`src/rtl/core/hrss_pkg.sv`:
```
// Shared types, constants, saturation and cell-count clamp helpers for the heat rod stencil stepper.
// No dependencies; every other file in rtl/core imports this package.
`timescale 1ns / 1ps
`default_nettype none

package hrss_pkg;

    localparam int MAX_CELLS = 64;
    localparam int TEMP_BITS = 24;

    localparam int CNT_W = $clog2(MAX_CELLS);
    localparam int N_W   = CNT_W + 1;

    // Fixed field widths of the register file and the result item
    localparam int CELLS_W = 7;
    localparam int COND_W  = 9;
    localparam int TFLD_W  = 24;
    localparam int POS_W   = 6;
    localparam int STEP_W  = 16;
    localparam int ADDR_W  = 5;
    localparam int DATA_W  = 32;
    localparam int S_TD_W  = 8;
    localparam int M_TD_W  = 48;

    localparam int SAT_W = ((TEMP_BITS > TFLD_W) ? TEMP_BITS : TFLD_W) + 4;

    typedef logic signed [TEMP_BITS-1:0] t_temp;

    // Register indexes (byte address / 4)
    localparam logic [2:0] REG_CELLS = 3'd0;
    localparam logic [2:0] REG_COND  = 3'd1;
    localparam logic [2:0] REG_START = 3'd2;
    localparam logic [2:0] REG_LEFT  = 3'd3;
    localparam logic [2:0] REG_RIGHT = 3'd4;

    // Reset values of the registers
    localparam logic [CELLS_W-1:0]       RST_CELLS = 7'd32;
    localparam logic [COND_W-1:0]        RST_COND  = 9'd128;
    localparam logic signed [TFLD_W-1:0] RST_START = 24'sd12800;
    localparam logic signed [TFLD_W-1:0] RST_LEFT  = 24'sd5120;
    localparam logic signed [TFLD_W-1:0] RST_RIGHT = 24'sd2560;

    localparam logic [COND_W-1:0] K_MAX = 9'd256;

    localparam logic signed [SAT_W-1:0] SAT_HI = SAT_W'((64'sd1 <<< (TEMP_BITS - 1)) - 64'sd1);
    localparam logic signed [SAT_W-1:0] SAT_LO = -SAT_HI - SAT_W'(1);

    typedef struct packed {
        logic [CELLS_W-1:0]       cells;
        logic [COND_W-1:0]        cond;
        logic signed [TFLD_W-1:0] start;
        logic signed [TFLD_W-1:0] left;
        logic signed [TFLD_W-1:0] right;
    } t_cfg;

    typedef struct packed {
        logic shift;
        logic load;
        logic update;
    } t_cell_ctl;

    function automatic t_temp sat_temp(input logic signed [SAT_W-1:0] v);
        t_temp res;
        if (v > SAT_HI) begin
            res = t_temp'(SAT_HI);
        end else if (v < SAT_LO) begin
            res = t_temp'(SAT_LO);
        end else begin
            res = t_temp'(v);
        end
        return res;
    endfunction

    // Clamp the cell count register into [3, MAX_CELLS]
    function automatic logic [N_W-1:0] eff_cells(input logic [CELLS_W-1:0] c);
        logic [N_W-1:0] res;
        if (c < CELLS_W'(3)) begin
            res = N_W'(3);
        end else if (c > CELLS_W'(MAX_CELLS)) begin
            res = N_W'(MAX_CELLS);
        end else begin
            res = N_W'(c);
        end
        return res;
    endfunction

endpackage

`default_nettype wire

```
`src/rtl/core/hrss_cfg.sv`:
```
// APB-style register file: cell count, conductivity and the three load temperatures.
// Depends on hrss_pkg.
`timescale 1ns / 1ps
`default_nettype none

module hrss_cfg (
    input  wire logic                          i_clk,
    input  wire logic                          i_rst_n,
    input  wire logic                          psel,
    input  wire logic                          penable,
    input  wire logic                          pwrite,
    input  wire logic [hrss_pkg::ADDR_W-1:0]   paddr,
    input  wire logic [hrss_pkg::DATA_W-1:0]   pwdata,
    output logic      [hrss_pkg::DATA_W-1:0]   prdata,
    output logic                               pready,
    output hrss_pkg::t_cfg                     o_cfg
);
    import hrss_pkg::*;

    t_cfg       r_cfg;
    logic [2:0] w_idx;
    logic       w_wr;

    assign w_idx  = paddr[ADDR_W-1:2];
    assign w_wr   = psel && penable && pwrite && pready;
    assign pready = 1'b1;
    assign o_cfg  = r_cfg;

    always_ff @(posedge i_clk) begin
        if (!i_rst_n) begin
            r_cfg.cells <= RST_CELLS;
            r_cfg.cond  <= RST_COND;
            r_cfg.start <= RST_START;
            r_cfg.left  <= RST_LEFT;
            r_cfg.right <= RST_RIGHT;
        end else if (w_wr) begin
            case (w_idx)
                REG_CELLS: r_cfg.cells <= pwdata[CELLS_W-1:0];
                REG_COND:  r_cfg.cond  <= pwdata[COND_W-1:0];
                REG_START: r_cfg.start <= pwdata[TFLD_W-1:0];
                REG_LEFT:  r_cfg.left  <= pwdata[TFLD_W-1:0];
                REG_RIGHT: r_cfg.right <= pwdata[TFLD_W-1:0];
                default: ;
            endcase
        end
    end

    always_comb begin
        case (w_idx)
            REG_CELLS: prdata = DATA_W'(r_cfg.cells);
            REG_COND:  prdata = DATA_W'(r_cfg.cond);
            REG_START: prdata = DATA_W'(unsigned'(r_cfg.start));
            REG_LEFT:  prdata = DATA_W'(unsigned'(r_cfg.left));
            REG_RIGHT: prdata = DATA_W'(unsigned'(r_cfg.right));
            default:   prdata = '0;
        endcase
    end

endmodule

`default_nettype wire

```
`config.mk`:
```
export PLATFORM = sky130hd
export DESIGN_NAME = hrss_cfg
export DESIGN_NICKNAME = d
export VERILOG_FILES = /design/src/rtl/core/hrss_pkg.sv /design/src/rtl/core/hrss_cfg.sv
export SDC_FILE = /design/constraint.sdc
export NUM_CORES = 1
export LEC_CHECK = 0
export BUFFER_PORTS_ARGS = -buffer_cell sky130_fd_sc_hd__buf_2
export CORE_ASPECT_RATIO = 0.8
export CORE_MARGIN = 3
export CORE_UTILIZATION = 40
export DETAILED_ROUTE_END_ITERATION = 6
export PLACE_DENSITY = 0.71
export SLEW_MARGIN = 20
export SYNTH_ARGS = -nofsm -noshare
export SYNTH_HDL_FRONTEND = slang
export SYNTH_SLANG_ARGS = --single-unit
```
`constraint.sdc`:
```
create_clock -name i_clk -period 1.93 [get_ports i_clk]
set_input_delay 0.4825 -clock i_clk [delete_from_list [all_inputs] [get_ports i_clk]]
set_output_delay 0.4825 -clock i_clk [all_outputs]
set_load 0.01 [all_outputs]
```
# Yosys cells after proc, flatten, opt, wreduce, memory -nomap -nowiden
# Index checks and enable logic that the tools add are counted.
# word_totals
ff_bits,88
latch_bits,0
ram_bits,0
mem_bits_ro,0
input_bits,42
output_inout_bits,121
elab_cells,18
n_memories,0
# classes
add_sub_neg,0
mul,0
n_div,0
n_lt_le_gt_ge,0
n_eq_ne,4
n_shift,0
mux,1
n_bitwise,0
reduce_logical,8
# ops
operator,count
case mux 24 bit (5 select lines),1
AND reduction 2 bit,5
"equality test 3 x 2 -> 1 bit, second input constant",2
"equality test 3 x 1 -> 1 bit, second input constant",1
"equality test 3 bit, second input constant",1
zero test 3 bit,1
logical AND 1 bit,2

# Logic depth before layout (Yosys ltp)
# Gate-level depths: netlist of run 1.
# logic_depth
depth_word,3
mapped_depth,6
mapped_depth_nobuf,3

# Worst setup path after synthesis of run 1
# OpenSTA, ideal clock, no wires.
# synth_path
kind,input port to output port
start,input paddr[2] (netlist name)
end,output prdata[0] (netlist name)
t_arrival_ns,1.437
required_ns,1.447
path_slack_ns,0.010
stages,5
n_path_buf,2
cell_sequence,buf_4 -> buf_4 -> nor2_1 -> a22oi_1 -> o22ai_1
# synth_between
elab_chain_len,2
elab_cells_between_ends,6
classes_between,eq/ne: 4; mux: 1; reduce/logical: 1
# synth_rtl
element,line_no,source
start: declaration,hrss_cfg.sv:12,"input wire logic [hrss_pkg::ADDR_W-1:0] paddr,"
"equality test 3 bit, or another cell as far along",hrss_cfg.sv:49,case (w_idx)
case mux 24 bit (5 select lines) (*),hrss_cfg.sv:49,
end: declaration,hrss_cfg.sv:14,"output logic [hrss_pkg::DATA_W-1:0] prdata,"
# Every way passes the cells marked *; elsewhere a longest branch is shown, timed or not.

# Worst setup path in the final report of run 1
# layout_path
start,input paddr[2] (netlist name)
end,output prdata[13] (netlist name)
# Same word-level chain as after synthesis.

==> results of run 1 <==
layer usage:
| layer | share of wire (%) | up-vias | global-route usage (%) |
|---|---|---|---|
| met1 | 47 | 1712 | 24.7 |
| met2 | 46 | 112 | 31.8 |
| met4 | 1.1 | 0 | 6.08 |
| met5 | 0 | - | 0 |
| met3 | 6.5 | 10 | 5.05 |
| li1 | - | 1748 | - |
path summary, 6_finish.rpt:
path	cells past startpoint	endpoint	from
worst max-delay path	7	prdata[13]	paddr[2]
worst max register to register	2	o_cfg[34]$_SDFFE_PN1P_	o_cfg[34]$_SDFFE_PN1P_
worst min register to register	2	o_cfg[31]$_SDFFE_PN0P_	o_cfg[31]$_SDFFE_PN0P_
worst min-delay path	3	o_cfg[33]$_SDFFE_PN0P_	pwdata[9]
layout make-up:
type,instances,area [µm²]
Sequential cell,88,1760
Inverter,2,7.51
Clock inverter,5,57.6
Timing Repair Buffer,175,1060
Multi-Input combinational cell,307,2130
Clock buffer,11,233
Fill cell,915,4350
Tap cell,136,170
report_power, final:
group	switching (W)	total, W	leakage (nW)	internal, W
Clock	0.000705	0.00171	0.132	0.00100
Sequential	0.0000109	0.00184	0.710	0.00183
Combinational	0.000192	0.000328	1.70	0.000136
Total	0.000907	0.00388	2.54	0.00297
synthesized netlist by cell type, drive strengths merged:
cell      n
and3      1
nand3     1
nand4b    1
nor2b    14
conb      2
o21ai    16
dfxtp    88
buf      27
clkbuf   14
nor3      1
nor2      2
o22ai     9
a22oi    16
nor3b     3
nand2b    1
mux2i   103
o211ai    1
mux2      7
nand2   120
o311ai    1
and2      1
inv       2
what timing repair did:
action                                  4_1_cts  5_1_grt
pin swaps                                     4        6
buffers inserted                              4        0
endpoints found under the setup margin       22       24
cloned                                        1        0
resized for setup                            22       16
metrics by stage:
stage	setup WS, ns	total power (W)	TNS (ns)	instance area, µm²	utilization, %
final	0.000470	0.00388	0	5420	55.5
after global routing	-0.0457	0.00401	-0.491	5420	55.5
after CTS	-0.0274	0.00394	-0.208	5440	55.7
after detailed placement	-0.0678	0.00220	-1.03	5050	51.7
after global placement	-0.105	0.00219	-0.890	5050	51.7
after floorplan	0.0103	0.00207	0	4100	-
cells by family after synthesis:
family | count (synthesis)
and+or+nand+nor | 145
muxes | 110
DFF | 88
AOI/OAI and AO/OA | 43
buffers and inverters | 43
other | 2
critical path: stages:
cell and delay [ns]:
buf_12 0.11, buf_8 0.12, nor3b_4 0.23, buf_4 0.20, nand2_1 0.06, o21ai_1 0.08
buf_2 0.16
==> metrics.txt, run 1 <==
status complete, no violations; core footprint approximately 9800 µm²; Yosys reg bits around 90; initial antenna violation count 0; power per cell area around 710 nW/µm²; Slew Limit Fails 0; clk_lat worst skew approximately 0.33 ns; critical path endpoint category output pin; CTS tree done; top cell type by total area after synthesis dfxtp_1; vias per cell between 4 and 5; # DRC 0; maximum root-to-sink buffer count 2; largest net degree at the start of global routing between 40 and 50; critical-path maximum fanout 5; Hold WS between 0.4 and 0.5 ns; Tmin final 1.93 ns; fin cells roughly 720; Mapped Area between 4000 and 5000 µm²; Hold Fails Final Rpt 0; Mapped Cells about 430; Post-DP HPWL roughly 8.4 mm; post-synthesis compound-gate area fraction roughly 6.7%; synthesized-area fraction occupied by adder cells 0%; CTS clk-pin slew, worst paths 0.06 ns; Die H 96.2 µm; Top Ports between 150 and 200; most common cell after layout, fill and taps aside buf_2; first-pass GRT wire length roughly 17 mm; Largest register FFs between 80 and 90; Synth top area share between 40% and 50%; required time of the worst setup path between 1 and 1.5 ns; Min-Delay Path Class input pin to flop; GRT Util Overall 19.2%; # diodes 0; TritonRoute pass-1 iters 4; drt total wl 11.4 mm; Static Leakage between 2 and 3 nW; post-synthesis mux area share a little over a quarter; htree depth 3; Root Driver clkbuf_16; layout cell share with drive strength beyond 1 between 30% and 40%; top post-synthesis cells by area dfxtp_1 (43%), mux2i_1 (25%), nand2_1 (11%); drt wl/cell 15.8 µm; Finish-stage setup viols 0; crit path DAT approximately 1.5 ns; clock skew 0 ns; area grow syn2layout 33.3%; XOR/XNOR share of the synthesized area 0%; Total Die Area 11400 µm²; Synth Area in Simple Gates about 16%; YS warnings 0; worst setup path class input pin to output pin; fmax about 520 MHz; worst vdd ir roughly 0.00053 V; RSZ-0062 raised after global routing true; register area share after synthesis between 40% and 50%; FP Rows 32; CTS Hold Buffers Added 0; period utilisation layout between 90 and 100%; Initial Util 41.7%; Nets 625; leading cell types in the layout, fill and taps excluded buf_2 (141), nand2_1 (112), mux2i_1 (103), dfxtp_1 (88), buf_4 (24); largest family of logic cells by synthesized area multiplexers; placed cells around 700; synth unique cells 27; MaxCap Viol Count 0; CP startpoint kind input pin; routed vias about 3600; vias in the first global route about 3400; CTS Sinks 88; final antenna-violating net count 0; Detailed Route Iter0 Violations between 150 and 200; r2r setup slk roughly 1.2 ns; total global routing overflow 0; syn_area_per_cell between 9 and 10 µm²; IO buf count ~140; die width between 100 and 150 µm; CTS buffer count 9; RePlAce Congestion roughly 0.8
Power figures use the tool's default switching activity.
==> run 2, diff against run 1 <==
CORE_UTILIZATION = 50   (was 40)
CTS_BUF_LIST = sky130_fd_sc_hd__clkbuf_4 sky130_fd_sc_hd__clkbuf_8   (was unset)
PLACE_DENSITY = 0.85   (was 0.71)
==> run 2 against run 1 <==
Net effect:
- the flow now finishes with violations (negative setup slack)
- first-iteration DRC count increased by 16%
- non-clock buffer count increased by 2
- sequential power about the same
- clock skew unchanged
- utilization increased by 15 points
- power decreased by 7.0%
- sequential cell count unchanged
- wire length increased by 1.5%
- maximum frequency decreased by 2.0%
- die area decreased by 19%
- largest cell class unchanged
- largest power group unchanged
==> metrics.txt, run 2 (same netlist as run 1, synthesis figures left out) <==
power per cell area about 670 nW/µm²; Clock Power Share about two fifths; hold path endpoint o_cfg[33]$_SDFFE_PN0P_; P_int about 0.0027 W; layout cell share with drive strength beyond 1 around two fifths; failing checks negative setup slack; CTS Sinks 88; crit path DAT 1.49 ns; largest net degree at the start of global routing 65; CP startpoint kind input pin; RR Endpoint o_cfg[34]$_SDFFE_PN1P_; Hold WS 0.383 ns; Switching Share roughly a quarter; CTS Hold Buffers Added 0; NetSw between 0.0008 and 0.0009 W; Tmin final 1.97 ns; critical path endpoint category output pin; Total Die Area roughly 9300 µm²; FP Rows 28; Finish-stage setup viols 1; Detailed Route Iter0 Violations between 150 and 200; TritonRoute pass-1 iters 4; maximum root-to-sink buffer count 2; # DRC 0; slowest CP cell o22ai_1; vias in the first global route approximately 3700; r2r setup slk 1.18 ns; routed vias roughly 3700; worst hold path cell count 3; FF-to-FF Start o_cfg[34]$_SDFFE_PN1P_; RSZ-0062 raised after global routing true; Setup WS pre-CTS -0.163 ns; Nets 627; CTS buffer count 9; drt wl/cell between 15 and 20 µm; Hold Startpoint pwdata[9]; Top Ports ~160; worst vdd ir between 0.0004 and 0.0005 V; sequential cell area 1760 µm²; total global routing overflow 0; Post-DP HPWL about 8 mm; total power around 0.0036 W; GRT Util Overall around a quarter; worst setup path class input pin to output pin; Slew Limit Fails 0; IO buf count around 140; clk_lat worst skew 0.36 ns; MaxCap Viol Count 0; Static Leakage 2.53 nW; kind of cell adding the most delay to the critical path buffers and inverters; Die H about 87 µm; Hold Fails Final Rpt 0; htree depth 3; Min-Delay Path Class input pin to flop; RePlAce Congestion 0.866; first-pass GRT wire length about 18 mm; most common cell after layout, fill and taps aside buf_2; Root Driver clkbuf_8; critical-path maximum fanout 6; r2r worst-path depth 2; fin cells approximately 700; CTS tree done; area grow syn2layout 33.0%; Largest register FFs a little under 90; final antenna-violating net count 0; setup ws final -0.0381 ns; required time of the worst setup path ~1.5 ns; fmax ~500 MHz; cell mode on critical path buf_12; CTS clk-pin slew, worst paths 0.09 ns; crit-path cells buf_12 > buf_12 > nor2b_4 > buf_6 > a22oi_1 > o22ai_1 > buf_2; placed cells roughly 680; vias per cell 5.29; initial antenna violation count 2; drt total wl around 12 mm; area occupied by multi-input gates 2170 µm²; core footprint around 7600 µm²; clock skew 0 ns; final core utilization between 70 and 80%; period utilisation layout 102%; leading cell types in the layout, fill and taps excluded buf_2 (140), nand2_1 (112), mux2i_1 (103), dfxtp_1 (88), buf_4 (20); Max stage delay on crit path approximately 0.19 ns; die width 107 µm; fill count ~590; Reg power frac 51.0%; Combinational Power Share a little under a tenth; status finished with violations; CP bufs+invs 4; Initial Util 53.3%
[run 2: cell count changes in the layout (fill, tap and decap cells not counted), sizes merged]
cell,delta
buf,+1
clkinvlp,-2
inv,+2
diode,+1
bufinv,+1
[run 2: per-layer routing]
metal	vias up	track usage, %	wire length (µm)
met4	2	9.41	186
met1	1776	32.3	5030
met3	20	5.81	689
li1	1767	-	-
met5	-	0	7
met2	119	41.7	5670
[run 2: worst max path at each step]
| stage | from | to | depth (start not counted) |
|---|---|---|---|
| 3_3_place_gp | paddr[2] | prdata[8] | 7 |
| 6_report | paddr[2] | prdata[7] | 7 |
| 5_1_grt | paddr[2] | prdata[7] | 7 |
| 2_1_floorplan | paddr[2] | prdata[0] | 5 |
| 3_5_place_dp | paddr[2] | prdata[8] | 7 |
| 4_1_cts | paddr[2] | prdata[10] | 8 |
[run 2: repair_timing]
action,4_1_cts,5_1_grt
pin swaps,8,9
gates cloned,1,0
resized for setup,26,18
endpoints found under the setup margin,22,20
setup buffers,3,1
[run 2: worst reg2reg max path, cell delays in order (launching register included)]
cell and delay, ns:
dfxtp_1 0.35, o21ai_0 0.09, o311ai_0 0.17
[run 2: power groups by stage]
stage	Clock, W	Combinational (W)	Sequential [W]
2_1_floorplan	0	0.000183	0.00189
4_1_cts	0.00142	0.000336	0.00184
3_5_place_dp	0	0.000313	0.00188
5_1_grt	0.00153	0.000372	0.00184
6_report	0.00142	0.000347	0.00184
3_3_place_gp	0	0.000305	0.00188
[run 2: cell type report]
cell class / count / share of cell area (%)
Clock inverter: 6 / 1.66
Timing Repair Buffer: 177 / 20.6
Sequential cell: 88 / 32.5
Antenna cell: 1 / 0.0462
Tap cell: 105 / 2.43
Multi-Input combinational cell: 307 / 40.1
Inverter: 2 / 0.139
Clock buffer: 10 / 2.43
[run 2: per-stage QoR]
step	area, µm²	TNS, ns
global placement	5030	-1.29
floorplan	4100	0
CTS	5360	-0.270
global route	5420	-0.210
detailed placement	5030	-1.56
finish	5420	-0.0381
