[src/rtl/core/hrss_pkg.sv]
// Shared types, constants, saturation and cell-count clamp helpers for the heat rod stencil stepper.
// No dependencies; every other file in rtl/core imports this package.
`timescale 1ns / 1ps
`default_nettype none

package hrss_pkg;

    localparam int MAX_CELLS = 64;
    localparam int TEMP_BITS = 24;

    localparam int CNT_W = $clog2(MAX_CELLS);
    localparam int N_W   = CNT_W + 1;

    // Fixed field widths of the register file and the result item
    localparam int CELLS_W = 7;
    localparam int COND_W  = 9;
    localparam int TFLD_W  = 24;
    localparam int POS_W   = 6;
    localparam int STEP_W  = 16;
    localparam int ADDR_W  = 5;
    localparam int DATA_W  = 32;
    localparam int S_TD_W  = 8;
    localparam int M_TD_W  = 48;

    localparam int SAT_W = ((TEMP_BITS > TFLD_W) ? TEMP_BITS : TFLD_W) + 4;

    typedef logic signed [TEMP_BITS-1:0] t_temp;

    // Register indexes (byte address / 4)
    localparam logic [2:0] REG_CELLS = 3'd0;
    localparam logic [2:0] REG_COND  = 3'd1;
    localparam logic [2:0] REG_START = 3'd2;
    localparam logic [2:0] REG_LEFT  = 3'd3;
    localparam logic [2:0] REG_RIGHT = 3'd4;

    // Reset values of the registers
    localparam logic [CELLS_W-1:0]       RST_CELLS = 7'd32;
    localparam logic [COND_W-1:0]        RST_COND  = 9'd128;
    localparam logic signed [TFLD_W-1:0] RST_START = 24'sd12800;
    localparam logic signed [TFLD_W-1:0] RST_LEFT  = 24'sd5120;
    localparam logic signed [TFLD_W-1:0] RST_RIGHT = 24'sd2560;

    localparam logic [COND_W-1:0] K_MAX = 9'd256;

    localparam logic signed [SAT_W-1:0] SAT_HI = SAT_W'((64'sd1 <<< (TEMP_BITS - 1)) - 64'sd1);
    localparam logic signed [SAT_W-1:0] SAT_LO = -SAT_HI - SAT_W'(1);

    typedef struct packed {
        logic [CELLS_W-1:0]       cells;
        logic [COND_W-1:0]        cond;
        logic signed [TFLD_W-1:0] start;
        logic signed [TFLD_W-1:0] left;
        logic signed [TFLD_W-1:0] right;
    } t_cfg;

    typedef struct packed {
        logic shift;
        logic load;
        logic update;
    } t_cell_ctl;

    function automatic t_temp sat_temp(input logic signed [SAT_W-1:0] v);
        t_temp res;
        if (v > SAT_HI) begin
            res = t_temp'(SAT_HI);
        end else if (v < SAT_LO) begin
            res = t_temp'(SAT_LO);
        end else begin
            res = t_temp'(v);
        end
        return res;
    endfunction

    // Clamp the cell count register into [3, MAX_CELLS]
    function automatic logic [N_W-1:0] eff_cells(input logic [CELLS_W-1:0] c);
        logic [N_W-1:0] res;
        if (c < CELLS_W'(3)) begin
            res = N_W'(3);
        end else if (c > CELLS_W'(MAX_CELLS)) begin
            res = N_W'(MAX_CELLS);
        end else begin
            res = N_W'(c);
        end
        return res;
    endfunction

endpackage

`default_nettype wire

[src/rtl/core/hrss_cell.sv]
// One rod cell: holds a temperature, shifts it toward its left neighbor and
// computes its own stencil update. Depends on hrss_pkg.
`timescale 1ns / 1ps
`default_nettype none

module hrss_cell (
    input  wire logic                          i_clk,
    input  wire logic                          i_rst_n,
    input  wire hrss_pkg::t_cell_ctl           i_ctl,
    input  wire logic                          i_inner,
    input  wire logic [hrss_pkg::COND_W-1:0]   i_k,
    input  wire hrss_pkg::t_temp               i_load_val,
    input  wire hrss_pkg::t_temp               i_prev,
    input  wire hrss_pkg::t_temp               i_next,
    output hrss_pkg::t_temp                    o_temp
);
    import hrss_pkg::*;

    localparam int D_W = TEMP_BITS + 2;
    localparam int P_W = D_W + COND_W + 1;

    t_temp                  r_temp;
    logic signed [D_W-1:0]  w_diff;
    logic signed [P_W-1:0]  w_prod;
    logic signed [P_W-1:0]  w_wide;
    t_temp                  w_upd;

    // 2*own - left - right, then own*256 - k*diff + 1/2 LSB
    assign w_diff = (D_W'(r_temp) <<< 1) - D_W'(i_prev) - D_W'(i_next);
    assign w_prod = $signed({1'b0, i_k}) * w_diff;
    assign w_wide = (P_W'(r_temp) <<< 8) - w_prod + P_W'(128);
    assign w_upd  = sat_temp(SAT_W'($signed(w_wide[P_W-1:8])));

    always_ff @(posedge i_clk) begin
        if (!i_rst_n) begin
            r_temp <= i_load_val;
        end else if (i_ctl.load) begin
            r_temp <= i_load_val;
        end else if (i_ctl.shift) begin
            r_temp <= i_next;
        end else if (i_ctl.update && i_inner) begin
            r_temp <= w_upd;
        end
    end

    assign o_temp = r_temp;

endmodule

`default_nettype wire

[config.mk]
export PLATFORM = sky130hd
export DESIGN_NAME = hrss_cell
export DESIGN_NICKNAME = d
export VERILOG_FILES = /design/src/rtl/core/hrss_pkg.sv /design/src/rtl/core/hrss_cell.sv
export SDC_FILE = /design/constraint.sdc
export NUM_CORES = 1
export LEC_CHECK = 0
export BUFFER_PORTS_ARGS = -buffer_cell sky130_fd_sc_hd__buf_2
export CAP_MARGIN = 20
export CORE_MARGIN = 4
export CORE_UTILIZATION = 47
export DETAILED_ROUTE_END_ITERATION = 8
export HOLD_SLACK_MARGIN = 0.15
export PLACE_DENSITY_LB_ADDON = 0.25
export RECOVER_POWER = 100
export SYNTH_ARGS = -nofsm -noshare
export SYNTH_HDL_FRONTEND = slang
export SYNTH_SLANG_ARGS = --single-unit
[constraint.sdc]
create_clock -name i_clk -period 22.4 [get_ports i_clk]
set_input_delay 3.36 -clock i_clk [delete_from_list [all_inputs] [get_ports i_clk]]
set_output_delay 3.36 -clock i_clk [all_outputs]
set_load 0.02 [all_outputs]
## Word level (Yosys, flattened, before mapping)

Index checks and enable logic that the tools add are counted.

| storage, ports and cells | value |
|---|---|
| register bits | 24 |
| input port bits | 87 |

| cells by class | value |
|---|---|
| reduce and logical (&&, ||, !) cells | 1 |
| mux-type cells | 6 |
| add/sub/neg operators | 4 |
| $lt $le $gt $ge | 2 |
| multipliers | 1 |
| equal/unequal tests | 1 |

Operators by type and width:

| kind | number |
|---|---|
| 2-to-1 mux 24 bit | 6 |
| adder 36 x 9 -> 36 bit, second input constant | 1 |
| multiplier 10 x 26 -> 36 bit | 1 |
| subtractor 32 x 36 -> 36 bit | 1 |
| greater-than comparator 28 x 24 -> 1 bit, second input constant | 1 |
| < comparator 28 x 24 -> 1 bit, second input constant | 1 |
| subtractor 25 x 24 -> 26 bit | 1 |
| subtractor 26 x 24 -> 26 bit | 1 |
| inequality test 4 x 1 -> 1 bit, second input constant | 1 |
| logical AND 1 bit | 1 |

## Depth between registers and ports, before layout

Gate-level depths: netlist of the first run.

| depth | value |
|---|---|
| word-level depth | 12 |
| gate-level depth with buffers | 38 |
| depth with buffers taken out | 37 |

## Least setup slack after synthesis of the first run

OpenSTA, ideal clock, no wires.

| timing path | value |
|---|---|
| path kind | input to register |
| start point | input i_prev[0] |
| end point | register r_temp[0], in the netlist o_temp[0], data pin |
| arrival | 11.540 ns |
| cell stages on the path | 38 |
| library setup time | 0.258 ns |
| slack | 10.601 ns |
| path buffers | 2 |
| path through | inv_1 ha_1 inv_1 ha_1 or2_2 fa_1 a21o_1 a21o_1 a21oi_1 o21ai_1 a2111oi_2 o31a_1 o211ai_1 a21oi_1 xnor2_1 nand2_1 fa_1 inv_1 (+2 left out) fa_1 fa_1 inv_1 fa_1 inv_1 ha_1 clkbuf_1 a21o_1 a21o_1 a21o_1 nor2b_1 nand3b_1 o21ai_0 xor2_1 a31oi_2 buf_6 a211oi_1 o21ai_1 |

| between the ends | value |
|---|---|
| cells in the longest elaborated chain, start to end | 12 |
| elaborated cells on any way between the ends | 13 |

Ends and longest elaborated chain:

| element | RTL line | text |
|---|---|---|
| from (decl) | hrss_cell.sv:13 | `input wire hrss_pkg::t_temp i_prev,` |
| subtractor 25 x 24 -> 26 bit * | hrss_cell.sv:29 | `assign w_diff = (D_W'(r_temp) <<< 1) - D_W'(i_prev) - D_W'(i_next);` |
| subtractor 26 x 24 -> 26 bit * | hrss_cell.sv:29 |  |
| multiplier 10 x 26 -> 36 bit * | hrss_cell.sv:30 | `assign w_prod = $signed({1'b0, i_k}) * w_diff;` |
| subtractor 32 x 36 -> 36 bit * | hrss_cell.sv:31 | `assign w_wide = (P_W'(r_temp) <<< 8) - w_prod + P_W'(128);` |
| adder 36 x 9 -> 36 bit * | hrss_cell.sv:31 |  |
| < comparator 28 x 24 -> 1 bit | hrss_pkg.sv:66 | `end else if (v < SAT_LO) begin` |
| 2-to-1 mux 24 bit | hrss_pkg.sv:66 |  |
| 2-to-1 mux 24 bit * | hrss_pkg.sv:64 | `if (v > SAT_HI) begin` |
| 2-to-1 mux 24 bit * | hrss_cell.sv:41 | `end else if (i_ctl.update && i_inner) begin` |
| 2-to-1 mux 24 bit * | hrss_cell.sv:39 | `end else if (i_ctl.shift) begin` |
| 2-to-1 mux 24 bit * | hrss_cell.sv:37 | `end else if (i_ctl.load) begin` |
| 2-to-1 mux 24 bit * | hrss_cell.sv:35 | `if (!i_rst_n) begin` |
| to (signal assigned) | hrss_cell.sv:36 | `r_temp <= i_load_val;` |
| to (signal assigned) | hrss_cell.sv:38 | `r_temp <= i_load_val;` |
| to (signal assigned) | hrss_cell.sv:40 | `r_temp <= i_next;` |
| to (decl) | hrss_cell.sv:22 | `t_temp r_temp;` |

Mark *: on every way between the ends. The rest lies on a longest branch, timed or not. The select of a mux whose other input is x is not followed.
A chain may end at the register's enable or synchronous reset.

## Worst setup path after layout of the first run

| timing path | value |
|---|---|
| start point | input i_next[0] |
| end point | register r_temp[14], in the netlist o_temp[14], data pin |

| between the ends | value |
|---|---|
| cells in the longest elaborated chain, start to end | 11 |
| elaborated cells on any way between the ends | 12 |

Ends and longest elaborated chain:

| element | RTL line | text |
|---|---|---|
| from (decl) | hrss_cell.sv:14 | `input wire hrss_pkg::t_temp i_next,` |
| subtractor 26 x 24 -> 26 bit * | hrss_cell.sv:29 |  |
| multiplier 10 x 26 -> 36 bit * | hrss_cell.sv:30 |  |
| subtractor 32 x 36 -> 36 bit * | hrss_cell.sv:31 |  |
| adder 36 x 9 -> 36 bit * | hrss_cell.sv:31 |  |
| < comparator 28 x 24 -> 1 bit | hrss_pkg.sv:66 |  |
| 2-to-1 mux 24 bit | hrss_pkg.sv:66 |  |
| 2-to-1 mux 24 bit * | hrss_pkg.sv:64 |  |
| 2-to-1 mux 24 bit * | hrss_cell.sv:41 |  |
| 2-to-1 mux 24 bit * | hrss_cell.sv:39 |  |
| 2-to-1 mux 24 bit * | hrss_cell.sv:37 |  |
| 2-to-1 mux 24 bit * | hrss_cell.sv:35 |  |

Marked as above.

==> results.txt, run 1 <==
----------------------------------------------------
[Clocking]
  Clock transition at the registers of the reported paths ... 0.07 ns
  Buffer type at the clock tree root ... sky130_fd_sc_hd__clkbuf_16
  Clock buffer depth ... 2
  Clock tree from TritonCTS ... yes
  Count of hold buffers inserted by post-cts repair ... 0
  Setup fix buffers added after clock tree synthesis ... 0
  Worst-skew pair later-pin latency ... 0.27 ns
  Number of H-tree levels ... 1
  # clock sinks ... 24
  Number of gates given a new drive strength after cts ... 0
  TritonCTS Buffers ... 3

[Worst setup path]
  Maximum single-stage delay on the critical path ... ~1.9 ns
  Kind of end point of the critical path ... flip-flop
  Setup Crit Path Kind ... input port to flip-flop
  Critical Path Fanout Max ... 23
  Arrival time at the worst endpoint ... 15.21 ns
  Crit start category ... input port
  Cell with the biggest individual delay on the critical path ... sky130_fd_sc_hd__o21ai_0
  R2R cell count ... 33
  Required time worst endpoint ... 22.43 ns

[Global routing]
  Antenna violations before repair ... 0
  Global routing met1 resource utilization ... 0.3481
  Largest net degree at the start of global routing ... 39
  GR Util All Layers ... 0.2397
  Met3 global-route usage ... 0.03096
  Routing usage on met2 ... 0.3972
  Vias in the first global route ... roughly 10000
  Congestion Overflow GR ... 0
  Routing layer with the top usage in global route ... met2
  Global-route wire length before repair ... 55150 µm

[Timing]
  Sum of negative setup slack ... 0 ns
  Minimum clock period after layout ... 15.18 ns
  Final hold viol count ... 0
  Final Max Tran Viols ... 24
  Worst-case headroom to the max-slew limit ... -0.6881
  Unrepaired setup endpoints after global routing ... no
  Fmax ... about 0.066 GHz
  Final setup violating endpoints ... 0
  Fin Clk Skew ... 0.009291 ns
  Share of the clock period used by the worst path ... 0.6778
  Final Worst Setup Slack ... 7.217 ns
  Worst Max-Slew Pin Slew ... 2.506 ns

[Synthesis]
  Post-synthesis cell type with the largest combined area ... sky130_fd_sc_hd__fa_1
  Count of yosys warnings during synthesis ... 0
  Flop and latch count out of synthesis ... 24
  Number of flops mapped to enable cells by yosys ... 24
  Share of async-settable or async-resettable flops after synthesis ... 0
  Synth unique cells ... 66
  Synthesized area divided by synthesized cell count ... 8.713 µm²
  Main synth FF type ... sky130_fd_sc_hd__edfxtp_1
  Post-synth design cell area ... 12460 µm²
  Portion of the post-synthesis area used by sequential elements ... 0.05784
  Instance count of the mapped netlist ... between 1000 and 1500
  Synthesized Nets ... around 1900
  Area fraction of the dominant cell type after synthesis ... 0.3904
  Area contributors post-synth ... sky130_fd_sc_hd__fa_1 39%, sky130_fd_sc_hd__ha_1 11%, sky130_fd_sc_hd__inv_1 11%, sky130_fd_sc_hd__and2_1 8.5%, sky130_fd_sc_hd__edfxtp_1 5.8%

[Cells and area]
  Non-filler cells in the finished layout ... ~1800
  Commonest non-fill, non-tap cell in the layout ... sky130_fd_sc_hd__inv_1
  Area grow syn2layout ... 6.859%
  Post-layout nets ... 1950
  Most used cells in the layout excluding fill and tap cells ... 352 x sky130_fd_sc_hd__inv_1, 243 x sky130_fd_sc_hd__fa_1, 169 x sky130_fd_sc_hd__and2_1, 111 x sky130_fd_sc_hd__nand2_1, 109 x sky130_fd_sc_hd__ha_1
  Number of diodes ... 0
  Fraction of final layout cells with drive strength greater than 1 ... 0.07020
  Max FFs per register ... 24

[Routing]
  Final wirelength ... 33850 µm
  First drt pass iteration count ... 5
  Count of antenna-violating nets left after detailed routing ... 0
  Total via count in the routed design ... 9845
  Number of vias per cell ... 5.336
  Post-route DRC ... 0
  DRC violation total after the first TritonRoute iteration ... 628
  Wire length per cell after detailed routing ... 18.34 µm

[Die]
  I/O pin cnt ... approximately 110
  Horiz. Die Dim ... roughly 170 µm
  Placeable core region ... 26060 µm²
  Die span in y ... 170.8 µm
  Die Footprint ... 29180 µm²
  Row Count ... 59
  Initial core utilization ... 0.4781

[Placed design]
  Placed Cells ... 1839
  IO Port Bufs ... 110
  Placer's final routability congestion estimate ... 0.9188
  Pre-CTS setup slack ... 9.085 ns
  Detail Placement HPWL ... 28320 µm

[Min path]
  Hold path cells ... 7
  Worst hold-check path type ... flip-flop to flip-flop

[Status]
  Violated checks ... max-capacitance violations, max-slew violations
  Run status ... finished, violations left

[Job]
  Number of max-cap violations ... 1

----------------------------------------------------
-- cells by family (layout without fill, tap and decap cells) --
| logic type | after synthesis | after routing | synth area share |
|---|---|---|---|
| XOR/XNOR | 57 | 57 | 0.04007 |
| flip-flops | 24 | 24 | 0.05784 |
| AO/OA/AOI/OAI | 231 | 231 | 0.1196 |
| AND/OR/NAND/NOR | 373 | 373 | 0.1603 |
| multiplexers | 2 | 2 | 0.002611 |
| buffers and inverters | 391 | 471 | 0.1197 |
| adder cells (fa/ha/maj) | 352 | 352 | 0.4999 |
-- cell type report --
| type | count | area [µm²] |
|---|---|---|
| inverter | 352 | 1321 |
| multi-input combinational | 1015 | 10220 |
| clock inverter | 1 | 3.754 |
| fill | 2532 | 12740 |
| clock buffer | 3 | 75.07 |
| timing repair buffer | 115 | 553.0 |
| sequential | 24 | 720.7 |
| tap | 335 | 419.2 |
-- worst max-delay path: cells and delay by family --
family / cells / cell delay [ns]
AO/OA/AOI/OAI: 16 / 6.63
XOR/XNOR: 2 / 0.46
adder cells (fa/ha/maj): 9 / 3.79
buffers and inverters: 7 / 0.37
AND/OR/NAND/NOR: 3 / 0.60
-- Yosys cell counts, drive strengths merged (2+ instances only) --
master	number
nor3	9
a31oi	7
o41ai	2
a21o	34
ha	109
or2	3
nor2b	10
o2111ai	2
nor2	24
o31ai	3
o22ai	2
nand3	11
xor2	20
fa	243
o211ai	8
o21bai	4
a22oi	2
mux2i	2
a21boi	2
clkbuf	33
a211oi	15
and2	169
edfxtp	24
a211o	3
nand2	111
o21ai	42
or4	2
a311oi	2
a21oi	83
nand4	10
inv	352
a2111oi	2
xnor2	37
nor4	2
a221oi	2
o21a	8
nand2b	11
buf	6
and3	5
-- metrics by stage --
stage | cell area, µm² | hold WS (ns) | utilization
final | 13310 | 1.659 | 0.5109
after global routing | 13310 | 1.709 | 0.5109
after CTS | 13360 | 1.622 | 0.5128
after detailed placement | 13280 | 1.610 | 0.5098
after global placement | 13280 | 1.596 | 0.5098
after floorplan | 12460 | 1.483 | -
-- metal layers --
metal | part of all wire | up-vias
li1 | - | 4584
met1 | 0.46 | 4905
met2 | 0.46 | 320
met3 | 0.062 | 36
met4 | 0.017 | 0
met5 | 0 | -
-- worst paths after layout --
| check | start | to | slack, ns |
|---|---|---|---|
| worst min register to register | o_temp[0] | o_temp[7] | 1.66 |
| worst min-delay path | o_temp[0] | o_temp[7] | 1.66 |
| worst max-delay path | i_next[0] | o_temp[14] | 7.22 |
| worst max register to register | o_temp[0] | o_temp[14] | 10.08 |
Power of run 1 is not shown: default switching activity piles up to over one toggle a cycle in this logic, so the estimate is an artifact.
==> run 2: changes to the inputs <==
==> constraint.sdc (replaced) <==
create_clock -name i_clk -period 12.3 [get_ports i_clk]
set_input_delay 1.845 -clock i_clk [delete_from_list [all_inputs] [get_ports i_clk]]
set_output_delay 1.845 -clock i_clk [all_outputs]
set_load 0.02 [all_outputs]
==> run 2 against run 1 <==
Effect of this change:
- the run now ends clean
- routed wire length is 1.5% lower
- first-iteration DRC count up 9.1%
- via count decreased by 0.65%
- non-clock buffer count down 1
- worst setup slack lost 6.5 ns
- critical path type unchanged
- largest cell class unchanged
==> results.txt, run 2 (synthesized netlist as in run 1, its figures left out) <==
----------------------------------------------------
[Status]
  Run status ... completed

[Job]
  Number of max-cap violations ... 0 (-1)

[Placed design]
  Pre-CTS setup slack ... 0.4472 ns (-8.638 ns)
  Detail Placement HPWL ... 28130 µm (-0.67%)
  Placed Cells ... 1840 (+0.054%)
  IO Port Bufs ... 110 (unchanged)
  Placer's final routability congestion estimate ... 0.9385 (+2.1%)

[Global routing]
  Met3 global-route usage ... 0.03050 (-0.0004621)
  Antenna violations before repair ... 0 (unchanged)
  Vias in the first global route ... 10380 (+1.3%)
  Global routing met1 resource utilization ... 0.3541 (+0.005952)
  GR Util All Layers ... 0.2398 (about the same)
  Routing layer with the top usage in global route ... met2
  Largest net degree at the start of global routing ... 39 (unchanged)
  Congestion Overflow GR ... 0 (unchanged)
  Global-route wire length before repair ... 55050 µm (-0.19%)
  Routing usage on met2 ... 0.3874 (-0.009801)

[Clocking]
  Clock buffer depth ... 2 (unchanged)
  Number of H-tree levels ... 1 (unchanged)
  Count of hold buffers inserted by post-cts repair ... 0 (unchanged)
  Clock transition at the registers of the reported paths ... 0.07 ns (about the same)
  # clock sinks ... 24 (unchanged)
  TritonCTS Buffers ... 3 (unchanged)
  Worst-skew pair later-pin latency ... 0.27 ns (about the same)
  Setup fix buffers added after clock tree synthesis ... 0 (unchanged)
  Number of gates given a new drive strength after cts ... 0 (unchanged)
  Buffer type at the clock tree root ... sky130_fd_sc_hd__clkbuf_16
  Clock tree from TritonCTS ... yes

[Routing]
  Wire length per cell after detailed routing ... 18.09 µm (-1.4%)
  Number of vias per cell ... 5.304 (-0.60%)
  Total via count in the routed design ... 9781 (-0.65%)
  First drt pass iteration count ... 6 (+1)
  Post-route DRC ... 0 (unchanged)
  Count of antenna-violating nets left after detailed routing ... 0 (unchanged)
  Final wirelength ... 33350 µm (-1.5%)
  DRC violation total after the first TritonRoute iteration ... 685 (+9.1%)

[Worst setup path]
  Maximum single-stage delay on the critical path ... 0.59 ns (-1.28 ns)
  Setup Crit Path Kind ... input port to flip-flop
  Crit start category ... input port
  R2R cell count ... 31 (-6.1%)
  Beginning of the worst register-to-register path ... o_temp[0]
  Critical Path Fanout Max ... 23 (unchanged)
  Cell with the biggest individual delay on the critical path ... sky130_fd_sc_hd__a2111oi_2
  Worst R2R Setup Slack ... 2.13 ns (-7.95 ns)
  Required time worst endpoint ... 12.41 ns (-10.02 ns)
  Critical register-to-register path endpoint ... o_temp[22]
  Cell seen most often among critical-path stages ... sky130_fd_sc_hd__fa_1
  Arrival time at the worst endpoint ... 11.65 ns (-3.56 ns)
  Kind of end point of the critical path ... flip-flop

[Timing]
  Final hold viol count ... 0 (unchanged)
  Worst-case headroom to the max-slew limit ... 0.1785 (+0.8666)
  Unrepaired setup endpoints after global routing ... no
  Share of the clock period used by the worst path ... 0.9389
  Final setup violating endpoints ... 0 (unchanged)
  Fmax ... about 0.087 GHz
  Minimum clock period after layout ... 11.55 ns
  Fin Clk Skew ... 0.007527 ns (-0.001763 ns)
  Final Worst Setup Slack ... 0.7517 ns (-6.465 ns)
  Worst Max-Slew Pin Slew ... 1.232 ns (-1.273 ns)
  Final Max Tran Viols ... 0 (-100%)
  Sum of negative setup slack ... 0 ns (unchanged)

[Cells and area]
  Post-layout nets ... 1949 (-0.051%)
  Filler Cell Count ... 2503 (-1.1%)
  Number of diodes ... 0 (unchanged)
  Commonest non-fill, non-tap cell in the layout ... sky130_fd_sc_hd__inv_1
  Final core utilization ... 0.5126 (+0.001633)
  Area grow syn2layout ... 7.201%
  Most used cells in the layout excluding fill and tap cells ... 352 x sky130_fd_sc_hd__inv_1, 243 x sky130_fd_sc_hd__fa_1, 168 x sky130_fd_sc_hd__and2_1, 111 x sky130_fd_sc_hd__nand2_1, 109 x sky130_fd_sc_hd__ha_1
  Non-filler cells in the finished layout ... 1844 (-0.054%)
  Fraction of final layout cells with drive strength greater than 1 ... 0.07157 (+0.001372)
  Max FFs per register ... 24 (unchanged)

[Min path]
  Worst Hold Launch ... o_temp[0]
  Hold path cells ... 7 (unchanged)
  Worst hold-check path type ... flip-flop to flip-flop
  Worst hold endpoint ... o_temp[7]

[Die]
  Row Count ... 59 (unchanged)
  Placeable core region ... 26060 µm² (unchanged)
  Initial core utilization ... 0.4781 (unchanged)
  Horiz. Die Dim ... 170.8 µm (unchanged)
  I/O pin cnt ... 111 (unchanged)
  Die span in y ... 170.8 µm (unchanged)
  Die Footprint ... 29180 µm² (unchanged)

----------------------------------------------------
==> run 2: routing by layer <==
layer,routed length (µm),vias to the layer above
met5,0,-
met2,15190,353
li1,-,4590
met3,2435,38
met4,649,0
met1,15080,4800
==> run 2: cell type report <==
type	instances	area, µm²	area share
Multi-Input combinational cell	1015	10240	0.7670
Inverter	352	1321	0.09892
Sequential cell	24	720.7	0.05396
Timing Repair Buffer	114	545.5	0.04084
Tap cell	335	419.2	0.03138
Clock buffer	3	75.07	0.005621
Clock inverter	1	30.03	0.002248
==> run 2: worst max-delay path: cells and delay by family <==
family	cells	cell delay, ns
xor+xnor	2	0.51
buf+inv	6	0.32
simple gates	3	0.70
compound gates	15	4.44
fa+ha+maj	9	3.82
==> run 2: per-stage QoR <==
stage / instance area (µm²) / hold WS [ns]
2_1_floorplan: 12460 / 1.483
3_3_place_gp: 13280 / 1.581
3_5_place_dp: 13310 / 1.578
4_1_cts: 13420 / 1.590
5_1_grt: 13360 / 1.684
6_report: 13360 / 1.595
==> run 2: worst max-delay path by stage <==
stage / from / endpoint / slack [ns] / cells past startpoint
final: i_next[0] / o_temp[22] / 0.75 / 35
after global routing: i_prev[0] / o_temp[10] / 0.12 / 37
after CTS: i_next[0] / o_temp[10] / 0.68 / 37
after detailed placement: i_next[0] / o_temp[21] / 0.45 / 37
after global placement: i_next[0] / o_temp[13] / 0.62 / 37
after floorplan: i_prev[0] / o_temp[22] / 2.02 / 38
Power of run 2 is left out for the same reason.
